File: config.mk
export PLATFORM = sky130hd
export DESIGN_NAME = cursor_list_with_free_list
export DESIGN_NICKNAME = d
export VERILOG_FILES = /design/src/hdl/clwf_pkg.sv /design/src/hdl/clwf_ram.sv /design/src/hdl/clwf_ctrl.sv /design/src/hdl/cursor_list_with_free_list.sv
export SDC_FILE = /design/constraint.sdc
export NUM_CORES = 2
export LEC_CHECK = 0
export BUFFER_PORTS_ARGS = -buffer_cell sky130_fd_sc_hd__clkbuf_2
export CORE_UTILIZATION = 30
export CTS_CLUSTER_DIAMETER = 50
export CTS_CLUSTER_SIZE = 16
export DETAILED_ROUTE_END_ITERATION = 12
export PLACE_DENSITY = 0.58
export SLEW_MARGIN = 20
export SYNTH_ARGS = -nofsm -noshare
export SYNTH_HDL_FRONTEND = slang
export SYNTH_HIERARCHICAL = 1
export SYNTH_SLANG_ARGS = --single-unit
File: constraint.sdc
create_clock -name i_clk -period 13.1 [get_ports i_clk]
set_input_delay 0 -clock i_clk [delete_from_list [all_inputs] [get_ports i_clk]]
set_output_delay 0 -clock i_clk [all_outputs]
set_load 0.1 [all_outputs]
File: src/hdl/clwf_pkg.sv
// shared types, constants and key helpers for the cursor list block
package clwf_pkg;

    localparam int SLOTS_DEF  = 16;
    localparam int TEXT_CHARS = 8;

    localparam int ID_W   = 31;
    localparam int TEXT_W = 64;
    localparam int SEX_W  = 8;
    localparam int SLOT_W = 4;

    localparam logic [SEX_W-1:0] SPACE_CODE = 8'd32;

    // command codes
    localparam logic CMD_INSERT = 1'b0;
    localparam logic CMD_REMOVE = 1'b1;

    typedef enum logic [1:0] {
        ST_DONE      = 2'd0,
        ST_FULL      = 2'd1,
        ST_NOT_FOUND = 2'd2
    } t_status;

    typedef struct packed {
        logic [TEXT_W-1:0] prog;
        logic [SEX_W-1:0]  sex;
        logic [TEXT_W-1:0] name;
        logic [ID_W-1:0]   id;
    } t_rec;

    typedef struct packed {
        t_status           status;
        logic [SLOT_W-1:0] slot;
    } t_res;

    localparam t_rec REC_EMPTY = '{prog: '0, sex: SPACE_CODE, name: '0, id: '0};

    // cut to TEXT_CHARS bytes, everything after the first zero byte is zero
    function automatic logic [TEXT_W-1:0] text_norm(input logic [TEXT_W-1:0] key);
        logic [TEXT_W-1:0] r;
        logic              live;
        r    = '0;
        live = 1'b1;
        for (int k = 0; k < 8; k++) begin
            if (k >= TEXT_CHARS || key[8*k +: 8] == 8'h00) begin
                live = 1'b0;
            end
            if (live) begin
                r[8*k +: 8] = key[8*k +: 8];
            end
        end
        return r;
    endfunction

endpackage

File: src/hdl/clwf_ram.sv
// generic single write port ram with registered read
module clwf_ram #(
    parameter int WIDTH  = 8,
    parameter int DEPTH  = 16,
    parameter int ADDR_W = $clog2(DEPTH)
) (
    input  logic              i_clk,
    input  logic              i_we,
    input  logic [ADDR_W-1:0] i_waddr,
    input  logic [WIDTH-1:0]  i_wdata,
    input  logic [ADDR_W-1:0] i_raddr,
    output logic [WIDTH-1:0]  o_rdata
);

    logic [WIDTH-1:0] r_mem [DEPTH];
    logic [WIDTH-1:0] r_rdata;

    always_ff @(posedge i_clk) begin
        if (i_we) begin
            r_mem[i_waddr] <= i_wdata;
        end
        r_rdata <= r_mem[i_raddr];
    end

    assign o_rdata = r_rdata;

endmodule

File: src/hdl/clwf_ctrl.sv
// sequencer: clearing pass, insert, list walk with name compare, unlink and free
module clwf_ctrl import clwf_pkg::*; #(
    parameter int SLOTS = SLOTS_DEF,
    parameter int AW    = $clog2(SLOTS),
    parameter int LW    = $clog2(SLOTS + 1)
) (
    input  logic          i_clk,
    input  logic          i_rst_n,
    // request side
    input  logic          i_req_valid,
    output logic          o_req_ready,
    input  logic          i_req_cmd,
    input  t_rec          i_req_rec,
    // result side
    output logic          o_res_valid,
    input  logic          i_res_ready,
    output t_res          o_res_hdr,
    output t_rec          o_res_rec,
    // record and link memories, one shared read address
    output logic [AW-1:0] o_raddr,
    output logic          o_rec_we,
    output logic [AW-1:0] o_rec_waddr,
    output t_rec          o_rec_wdata,
    input  t_rec          i_rec_rdata,
    output logic          o_lnk_we,
    output logic [AW-1:0] o_lnk_waddr,
    output logic [LW-1:0] o_lnk_wdata,
    input  logic [LW-1:0] i_lnk_rdata
);

    localparam logic [LW-1:0] NULL_LINK = LW'(SLOTS);
    localparam logic [AW-1:0] LAST_SLOT = AW'(SLOTS - 1);

    typedef enum logic [5:0] {
        S_CLEAR = 6'b000001,
        S_IDLE  = 6'b000010,
        S_INS   = 6'b000100,
        S_WALK  = 6'b001000,
        S_FREE  = 6'b010000,
        S_OUT   = 6'b100000
    } t_state;

    t_state        r_state, n_state;
    logic [AW-1:0] r_clr, n_clr;
    logic [LW-1:0] r_free_head, n_free_head;
    logic [LW-1:0] r_list_head, n_list_head;
    logic [LW-1:0] r_cur, n_cur;
    logic [LW-1:0] r_prev, n_prev;
    logic [LW-1:0] r_steps, n_steps;
    t_rec          r_req, n_req;
    t_res          r_hdr, n_hdr;
    t_rec          r_rec, n_rec;

    logic          cur_ok;
    logic          lnk_ok;
    logic [LW-1:0] nxt;

    assign cur_ok = (r_cur < NULL_LINK);
    assign lnk_ok = (i_lnk_rdata < NULL_LINK);
    assign nxt    = lnk_ok ? i_lnk_rdata : NULL_LINK;

    always_comb begin
        n_state     = r_state;
        n_clr       = r_clr;
        n_free_head = r_free_head;
        n_list_head = r_list_head;
        n_cur       = r_cur;
        n_prev      = r_prev;
        n_steps     = r_steps;
        n_req       = r_req;
        n_hdr       = r_hdr;
        n_rec       = r_rec;
        o_raddr     = '0;
        o_rec_we    = 1'b0;
        o_rec_waddr = r_cur[AW-1:0];
        o_rec_wdata = REC_EMPTY;
        o_lnk_we    = 1'b0;
        o_lnk_waddr = r_cur[AW-1:0];
        o_lnk_wdata = r_free_head;
        case (r_state)
            S_CLEAR: begin
                o_rec_we    = 1'b1;
                o_rec_waddr = r_clr;
                o_lnk_we    = 1'b1;
                o_lnk_waddr = r_clr;
                o_lnk_wdata = (r_clr == '0) ? NULL_LINK : LW'(r_clr) - LW'(1);
                n_clr       = r_clr + AW'(1);
                if (r_clr == LAST_SLOT) begin
                    n_state = S_IDLE;
                end
            end
            S_IDLE: begin
                if (i_req_valid) begin
                    n_req = i_req_rec;
                    if (i_req_cmd == CMD_INSERT) begin
                        if (r_free_head >= NULL_LINK) begin
                            n_hdr   = '{status: ST_FULL, slot: '0};
                            n_rec   = REC_EMPTY;
                            n_state = S_OUT;
                        end else begin
                            o_raddr = r_free_head[AW-1:0];
                            n_state = S_INS;
                        end
                    end else begin
                        n_cur   = r_list_head;
                        n_prev  = NULL_LINK;
                        n_steps = '0;
                        o_raddr = (r_list_head < NULL_LINK) ? r_list_head[AW-1:0] : '0;
                        n_state = S_WALK;
                    end
                end
            end
            S_INS: begin
                o_rec_we    = 1'b1;
                o_rec_waddr = r_free_head[AW-1:0];
                o_rec_wdata = r_req;
                o_lnk_we    = 1'b1;
                o_lnk_waddr = r_free_head[AW-1:0];
                o_lnk_wdata = r_list_head;
                n_list_head = r_free_head;
                n_free_head = nxt;
                n_hdr       = '{status: ST_DONE, slot: SLOT_W'(r_free_head)};
                n_rec       = REC_EMPTY;
                n_state     = S_OUT;
            end
            S_WALK: begin
                if (!cur_ok || r_steps >= NULL_LINK) begin
                    n_hdr   = '{status: ST_NOT_FOUND, slot: '0};
                    n_rec   = REC_EMPTY;
                    n_state = S_OUT;
                end else if (i_rec_rdata.name == r_req.name) begin
                    // unlink the match and clear its record
                    if (r_prev < NULL_LINK) begin
                        o_lnk_we    = 1'b1;
                        o_lnk_waddr = r_prev[AW-1:0];
                        o_lnk_wdata = nxt;
                    end else begin
                        n_list_head = nxt;
                    end
                    o_rec_we    = 1'b1;
                    o_rec_waddr = r_cur[AW-1:0];
                    o_rec_wdata = REC_EMPTY;
                    n_hdr       = '{status: ST_DONE, slot: SLOT_W'(r_cur)};
                    n_rec       = i_rec_rdata;
                    n_state     = S_FREE;
                end else begin
                    n_prev  = r_cur;
                    n_cur   = i_lnk_rdata;
                    n_steps = r_steps + LW'(1);
                    o_raddr = lnk_ok ? i_lnk_rdata[AW-1:0] : '0;
                end
            end
            S_FREE: begin
                o_lnk_we    = 1'b1;
                o_lnk_waddr = r_cur[AW-1:0];
                o_lnk_wdata = r_free_head;
                n_free_head = r_cur;
                n_state     = S_OUT;
            end
            S_OUT: begin
                if (i_res_ready) begin
                    n_state = S_IDLE;
                end
            end
            default: begin
                n_state = S_IDLE;
            end
        endcase
    end

    always_ff @(posedge i_clk) begin
        if (!i_rst_n) begin
            r_state     <= S_CLEAR;
            r_clr       <= '0;
            r_free_head <= LW'(SLOTS - 1);
            r_list_head <= NULL_LINK;
            r_steps     <= '0;
        end else begin
            r_state     <= n_state;
            r_clr       <= n_clr;
            r_free_head <= n_free_head;
            r_list_head <= n_list_head;
            r_steps     <= n_steps;
        end
        r_cur  <= n_cur;
        r_prev <= n_prev;
        r_req  <= n_req;
        r_hdr  <= n_hdr;
        r_rec  <= n_rec;
    end

    assign o_req_ready = (r_state == S_IDLE);
    assign o_res_valid = (r_state == S_OUT);
    assign o_res_hdr   = r_hdr;
    assign o_res_rec   = r_rec;

    a_onehot_state: assert property (@(posedge i_clk) disable iff (!i_rst_n)
        $onehot(r_state))
        else $error("state register not one-hot");

    a_heads_distinct: assert property (@(posedge i_clk) disable iff (!i_rst_n)
        (r_free_head < NULL_LINK && r_list_head < NULL_LINK) |->
        (r_free_head != r_list_head))
        else $error("free chain and record list share a head slot");

    a_walk_bounded: assert property (@(posedge i_clk) disable iff (!i_rst_n)
        r_steps <= NULL_LINK)
        else $error("list walk ran past the slot count");

    a_free_after_match: assert property (@(posedge i_clk) disable iff (!i_rst_n)
        (r_state == S_FREE) |-> $past(r_state == S_WALK))
        else $error("free step without a matching walk");

    a_free_done: assert property (@(posedge i_clk) disable iff (!i_rst_n)
        (r_state == S_FREE) |=> (r_free_head == $past(r_cur)))
        else $error("freed slot not pushed on the free chain");

endmodule

File: src/hdl/cursor_list_with_free_list.sv
// top level: cursor based record list with free list over a fixed slot store
//
// usage
//   s_axis carries one request: tuser selects insert at front (0) or remove
//   first record by name (1); tdata carries the record fields.
//   m_axis carries one result per request: tuser is the status (done, store
//   full, name not found), tdata the slot index and the removed record.
//   name and program keys are cut to TEXT_CHARS bytes and end at the first
//   zero byte, both when stored and when compared.
// request flow
//   one request at a time; s_axis_tready is high only while the sequencer idles
//   insert: an insert step writes the slot, then the result is offered; a full
//   store offers it straight from idle. remove: the walk reads one list entry
//   per cycle through the registered memory read; a match passes a free step
//   before the result, a miss ends at the list end or after SLOTS entries
// reset
//   after i_rst_n is released a clearing pass writes the empty record and the
//   initial free chain into every slot; no request is taken meanwhile
// stall
//   the result sits in an output register; a new request is taken while it
//   waits, and the sequencer holds the next result until the register frees
module cursor_list_with_free_list import clwf_pkg::*; #(
    parameter int SLOTS = SLOTS_DEF
) (
    input  logic         i_clk,
    input  logic         i_rst_n,
    input  logic         s_axis_tvalid,
    output logic         s_axis_tready,
    // stud_id[30:0], name_key[94:31], sex_code[102:95], program_key[166:103], zero pad
    input  logic [167:0] s_axis_tdata,
    // command[0]
    input  logic         s_axis_tuser,
    output logic         m_axis_tvalid,
    input  logic         m_axis_tready,
    // slot_index[3:0], out_id[34:4], out_name[98:35], out_sex[106:99],
    // out_program[170:107], zero pad
    output logic [175:0] m_axis_tdata,
    // status[1:0]
    output logic [1:0]   m_axis_tuser
);

    localparam int AW = $clog2(SLOTS);
    localparam int LW = $clog2(SLOTS + 1);

    // request with keys brought into stored form
    t_rec          req_rec;

    // sequencer result side
    logic          res_valid;
    logic          res_ready;
    t_res          res_hdr;
    t_rec          res_rec;

    // memory ports
    logic [AW-1:0] raddr;
    logic          rec_we;
    logic [AW-1:0] rec_waddr;
    t_rec          rec_wdata;
    t_rec          rec_rdata;
    logic          lnk_we;
    logic [AW-1:0] lnk_waddr;
    logic [LW-1:0] lnk_wdata;
    logic [LW-1:0] lnk_rdata;

    // output register
    logic          r_m_valid;
    t_res          r_m_hdr;
    t_rec          r_m_rec;

    assign req_rec.id   = s_axis_tdata[30:0];
    assign req_rec.name = text_norm(s_axis_tdata[94:31]);
    assign req_rec.sex  = s_axis_tdata[102:95];
    assign req_rec.prog = text_norm(s_axis_tdata[166:103]);

    clwf_ctrl #(
        .SLOTS (SLOTS)
    ) u_ctrl (
        .i_clk       (i_clk),
        .i_rst_n     (i_rst_n),
        .i_req_valid (s_axis_tvalid),
        .o_req_ready (s_axis_tready),
        .i_req_cmd   (s_axis_tuser),
        .i_req_rec   (req_rec),
        .o_res_valid (res_valid),
        .i_res_ready (res_ready),
        .o_res_hdr   (res_hdr),
        .o_res_rec   (res_rec),
        .o_raddr     (raddr),
        .o_rec_we    (rec_we),
        .o_rec_waddr (rec_waddr),
        .o_rec_wdata (rec_wdata),
        .i_rec_rdata (rec_rdata),
        .o_lnk_we    (lnk_we),
        .o_lnk_waddr (lnk_waddr),
        .o_lnk_wdata (lnk_wdata),
        .i_lnk_rdata (lnk_rdata)
    );

    // record fields of every slot
    clwf_ram #(
        .WIDTH ($bits(t_rec)),
        .DEPTH (SLOTS)
    ) u_rec_ram (
        .i_clk   (i_clk),
        .i_we    (rec_we),
        .i_waddr (rec_waddr),
        .i_wdata (rec_wdata),
        .i_raddr (raddr),
        .o_rdata (rec_rdata)
    );

    // next-slot links for both chains, null is the code SLOTS
    clwf_ram #(
        .WIDTH (LW),
        .DEPTH (SLOTS)
    ) u_lnk_ram (
        .i_clk   (i_clk),
        .i_we    (lnk_we),
        .i_waddr (lnk_waddr),
        .i_wdata (lnk_wdata),
        .i_raddr (raddr),
        .o_rdata (lnk_rdata)
    );

    // output register takes a result when empty or being drained
    assign res_ready = !r_m_valid || m_axis_tready;

    always_ff @(posedge i_clk) begin
        if (!i_rst_n) begin
            r_m_valid <= 1'b0;
        end else if (res_valid && res_ready) begin
            r_m_valid <= 1'b1;
        end else if (m_axis_tready) begin
            r_m_valid <= 1'b0;
        end
        if (res_valid && res_ready) begin
            r_m_hdr <= res_hdr;
            r_m_rec <= res_rec;
        end
    end

    assign m_axis_tvalid = r_m_valid;
    assign m_axis_tuser  = r_m_hdr.status;
    assign m_axis_tdata  = {5'b0, r_m_rec.prog, r_m_rec.sex, r_m_rec.name,
                            r_m_rec.id, r_m_hdr.slot};

endmodule
# Word level (Yosys, flattened, before mapping)
# Memory sizes are Yosys's and may differ from the RTL's. A register that Yosys moved wholly into a read port is not among the register bits.
# Index checks and enable logic that the tools add are counted.
word_totals:
  elab_cells: 192
  input_bits: 173
  output_inout_bits: 180
  memories: 2
  ramBits: 2752
  rom_bits: 0
  register_bits: 549
  latchBits: 0
memory_table:
  columns: ["memory", "words", "word_bits", "read_ports", "rd_ports_with_merged_regs", "write_ports", "line", "text"]
  rows:
  - ["u_rec_ram.r_mem", 16, 167, 1, 1, 1, "clwf_ram.sv:15", "logic [WIDTH-1:0] r_mem [DEPTH];"]
  - ["u_lnk_ram.r_mem", 16, 5, 1, 1, 1, "clwf_ram.sv:15", null]
classes:
  shifts: 0
  magnitude_cmp: 6
  reduce_logical: 35
  eq_ne: 19
  muxes: 89
  multipliers: 0
  bitwise: 0
  n_div: 0
  n_addsub: 3
ops:
  columns: ["operator", "count"]
  rows:
  - ["$mux W167", 6]
  - ["$pmux W167 S3", 1]
  - ["$logic_not A8 Y1", 16]
  - ["$mux W5", 20]
  - ["$mux W6", 12]
  - ["$eq A64 B64 Y1", 1]
  - ["$pmux W5 S2", 5]
  - ["$mux W4", 10]
  - ["$pmux W6 S5", 1]
  - ["$mux W1", 27]
  - ["$lt A5 B5 Y1 const B", 4]
  - ["$pmux W6 S3", 1]
  - ["$pmux W4 S2", 2]
  - ["$pmux W5 S3", 1]
  - ["$pmux W4 S3", 1]
  - ["$ge A5 B5 Y1 const B", 2]
  - ["$ne A2 B1 Y1 const B", 5]
  - ["$ne A2 B2 Y1 const B", 5]
  - ["$reduce_and A5 Y1", 2]
  - ["$reduce_and A4 Y1", 2]
  - ["$reduce_bool A2 Y1", 4]
  - ["$eq A6 B1 Y1 const B", 1]
  - ["$eq A6 B2 Y1 const B", 1]
  - ["$eq A6 B3 Y1 const B", 1]
  - ["17 further kinds", 21]

# Logic depth before layout (Yosys ltp)
logic_depth:
  depth_word: 9
  mapped_depth: 14
  mapped_depth_nobuf: 9

# Modules after synthesis
# The synthesis kept the hierarchy.
by_module_without_submodules:
  columns: ["module", "instances", "area_per_inst_um2", "cells_each", "seq_area_each_um2"]
  rows:
  - ["clwf_ram at u_rec_ram", 1, 103651.9, 4377, 83580.2]
  - ["clwf_ctrl", 1, 15458.6, 1096, 11010.6]
  - ["cursor_list_with_free_list", 1, 6643.9, 443, 5215.0]
  - ["clwf_ram at u_lnk_ram", 1, 3213.1, 155, 2502.4]

# Least setup slack after synthesis
# Ideal clock, no wire load.
synth_timing:
  kind: "reg2reg"
  start: "register u_ctrl/r_req[87] in the netlist's numbering"
  end: "memory u_rec_ram/r_mem[0][0] in the netlist's numbering (enable)"
  period_less_slack_ps: 14296
  n_path_buf: 2
  stages_incl_launch_ff: 11
  slack_ps: -1196
  required_ps: 12202
  arrival_time_ps: 13398
  setup_time_ps: 898
  path_cell_list: "edfxtp_1 -> xnor2_1 -> nand4_1 -> nor4_1 -> and4_1 -> buf_2 -> buf_4 -> nand2_1 -> nand2_1 -> or3b_2 -> nor3_1"
synth_via:
  elab_chain_cells: 6
synth_lines:
  columns: ["element", "line", "text"]
  rows:
  - ["from (decl)", "clwf_ctrl.sv:50", "t_rec r_req, n_req;"]
  - ["from (signal assigned)", "clwf_ctrl.sv:187", "r_req <= n_req;"]
  - ["$eq A64 B64 Y1", "clwf_ctrl.sv:131", "end else if (i_rec_rdata.name == r_req.name) begin"]
  - ["$mux W1", "clwf_ctrl.sv:131", null]
  - ["$mux W1", "clwf_ctrl.sv:127", "if (!cur_ok || r_steps >= NULL_LINK) begin"]
  - ["$pmux W1 S2", "clwf_ctrl.sv:80", "case (r_state)"]
  - ["net rec_we", "cursor_list_with_free_list.sv:56", "logic rec_we;"]
  - ["$mux W1", "clwf_ram.sv:19", "if (i_we) begin"]
  - ["$mux W1 (not written as such)", "clwf_ram.sv:20", "r_mem[i_waddr] <= i_wdata;"]
  - ["to (decl)", "clwf_ram.sv:15", null]
# The timed path passes the listed nets, and every way through them passes these cells.

# Worst setup path in the final report
layout_timing:
  start: "register u_ctrl/r_req[76] in the netlist's numbering"
  end: "memory u_rec_ram/r_mem[0][99] in the netlist's numbering (enable)"
# The elaborated chain is that of the path after synthesis.

==> run metrics <==
hpwl dp approximately 180,000 um; status completed; nets slightly above 7,000; postcts setup bufs 0; top-count cell post-synth edfxtp_1; top area cells in the synthesized netlist edfxtp_1, mux4_2, dfxtp_1; starting density of the core between 30% and 40%; CP endpoint kind register; CTS Buffer Depth 4; Layout area overhead 20.0%; Detail Route Antenna Nets 0; arrival time at the worst endpoint between 7000 and 8000 ps; Leakage ~0.054 uW; fmax 145 MHz; Setup crit start kind register; Netlist cell types 65; Main synth FF type edfxtp_1; sequential area share after synthesis roughly four fifths; GRT Residual Overflow 0; I/O pin cnt about 350; synthesized cell area 129,000 um2; # DRC 0; number of flops mapped to enable cells by yosys ~3,300; Switch Pwr roughly 6300 uW; Skew-Pair Late Insertion Delay just under 1000 ps; CP Max Fanout 92; setup_tns 0 ps; Seq pwr share between 50% and 60%; DIE AREA 433,000 um2; port bufs approximately 350; ratio of cells with drive above 1 in the final layout a little over a quarter; hold_buf cts 396; dominant cell type by area after synthesis edfxtp_1; DRT iter0 DRCs about 6,800; Post-Syn Instances 6,071; Routed WL per cell ~27 um; # rows 240; top post-synthesis cells by count edfxtp_1, mux4_2, a22oi_1, nand2_1; Inserted Clock Buffers 361; vias in the first global route around 66,000; Int Power ~20,000 uW; combinational cell fraction of total power between 7 and 8%; DR vias roughly 65,000; worst slack, placed ~6200 ps; gr usage total about 16%; initial antenna violation count 32; synthesized area per cell ~21 um2; CTS tree yes; gpl congestion approximately 0.78; clock sinks between 3,000 and 4,000; WS Path Type register to register; post-synthesis async set-or-reset flop share 0%; setup ws final about 6200 ps; max_cap viols 0; Die W roughly 660 um; CORE AREA 428,000 um2; Clk pwr share approximately two fifths; global-route wire length before repair 488,000 um; Setup violations, final 0; PwrDens 170 nW/um2; Syn. warnings 6; root buf cell clkbuf_16; H-tree Lvls 5; endpoints failing hold 0; worst endpoint required time ~14,000 ps; top-area cell type share of the netlist area 76.3%; Seq cells post-synth 3,473; clock skew 88.3 ps; Final min period about 6900 ps; Die H between 600 and 700 um; post-CTS sizing 0; CTS clk-pin slew, worst paths approximately 70 ps; headroom to the max-slew limit 20.4%; Initial DRT Pass Iterations 6; Max IR drop VDD roughly 0.00017 V; slew of the pin with the lowest slew margin about 1200 ps; pin count of the biggest net entering global routing 120; Tcrit/Tclk final between 50% and 60%; DR vias/cell between 4 and 5; HP Class primary input to register; unrepaired setup endpoints after global routing false; switching share of power about a quarter; final slew viol count 0; Post-Route WL approximately 350,000 um
-- flip-flops by register name (all words and copies together), names as in the netlist, 6 cells and up --
name,flops
u_ctrl/r_state,6
u_rec_ram/o_rdata,167
m_axis_tdata,171
u_lnk_ram/r_mem,80
u_ctrl/r_req,167
u_ctrl/o_res_rec,167
u_rec_ram/r_mem,2672
u_ctrl/o_res_hdr,6
-- final timing paths --
check / start / slack [ps] / cells past startpoint / to
max: u_ctrl/r_req[76] / 6200 / 11 / u_rec_ram/r_mem[0][99]
min: s_axis_tdata[87] / 50 / 4 / u_ctrl/r_req[87]
max reg2reg: u_ctrl/r_req[76] / 6200 / 11 / u_rec_ram/r_mem[0][99]
min reg2reg: u_ctrl/o_res_rec[30] / 400 / 0 / m_axis_tdata[34]
-- area by class of cell --
cell class / instances / area (um2)
clock buffer: 413 / 9420
fill: 39000 / 273000
timing repair buffer: 875 / 6960
multi-input combinational: 2244 / 25300
clock inverter: 264 / 3560
antenna: 10 / 25.0
tap: 5687 / 7120
inverter: 14 / 60.1
sequential: 3473 / 102000
-- power by group through the flow --
stage,clock (uW),sequential (uW),combinational (uW)
after global routing,11600,13300,2210
after global placement,0,13500,2000
final,11000,13300,2090
after floorplan,0,13600,1090
after CTS,11200,13300,2110
after detailed placement,0,13500,2010
-- stage by stage --
stage                     utilization [%]  instances  instance area [um2]  hold slack [ps]  power, uW
after floorplan                         -       6075               129000             98.9      14700
after global placement               32.2      11900               138000              182      15500
after detailed placement             32.2      11900               138000              179      15500
after CTS                            36.2      13000               155000             1.76      26600
after global routing                 36.2      13000               155000             30.9      27100
final                                36.2      13000               155000             48.1      26300
-- layer usage --
layer	part of all wire, %	up-vias	track usage (%)
met1	43	34900	21.9
met4	1.9	2	3.31
li1	-	26900	-
met2	48	2569	25.3
met5	0.0038	-	0
met3	7.4	438	2.50
-- worst max-delay path, cell delays in order (launching register included) --
cell      delay [ps]
edfxtp_1         410
xnor2_1          480
nand4_1          280
nor4_1           660
and4_1           830
nand2_1          310
nand2_1          230
or3b_2           600
nor3_4           140
buf_4            730
buf_4            880
buf_12           700
-- cells in the final DEF, fill, tap and decap left out, drive strengths merged, types with 6 or more instances in the layout --
cell / n
edfxtp: 3275
clkbuf: 759
mux4: 639
dlygate4sd3: 396
a22oi: 285
nand2: 242
and3: 198
dfxtp: 198
and2: 192
buf: 133
clkinv: 113
mux2: 92
inv: 86
nor2: 81
xnor2: 67
nor4: 51
bufinv: 49
nand3: 48
o21ai: 41
nor2b: 37
nand2b: 34
mux2i: 32
clkinvlp: 30
o221ai: 30
nor3: 27
a221oi: 25
nand4: 18
diode: 10
a21oi: 10
a41oi: 9
o22ai: 9
nand3b: 8
nor3b: 7
o211ai: 6
o22a: 6
-- logic make-up after synthesis --
| kind of cell | Yosys count | share of synthesized area (%) |
|---|---|---|
| adders and majority gates | 3 | 0.0291 |
| DFF | 3473 | 79.3 |
| buffers and inverters | 358 | 1.32 |
| AOI/OAI and AO/OA | 446 | 2.57 |
| other | 1 | 0.00291 |
| and+or+nand+nor | 958 | 4.07 |
| xor gates and xnor gates | 69 | 0.469 |
| muxes | 763 | 12.2 |
No activity file was read; power rests on OpenSTA's default activity.
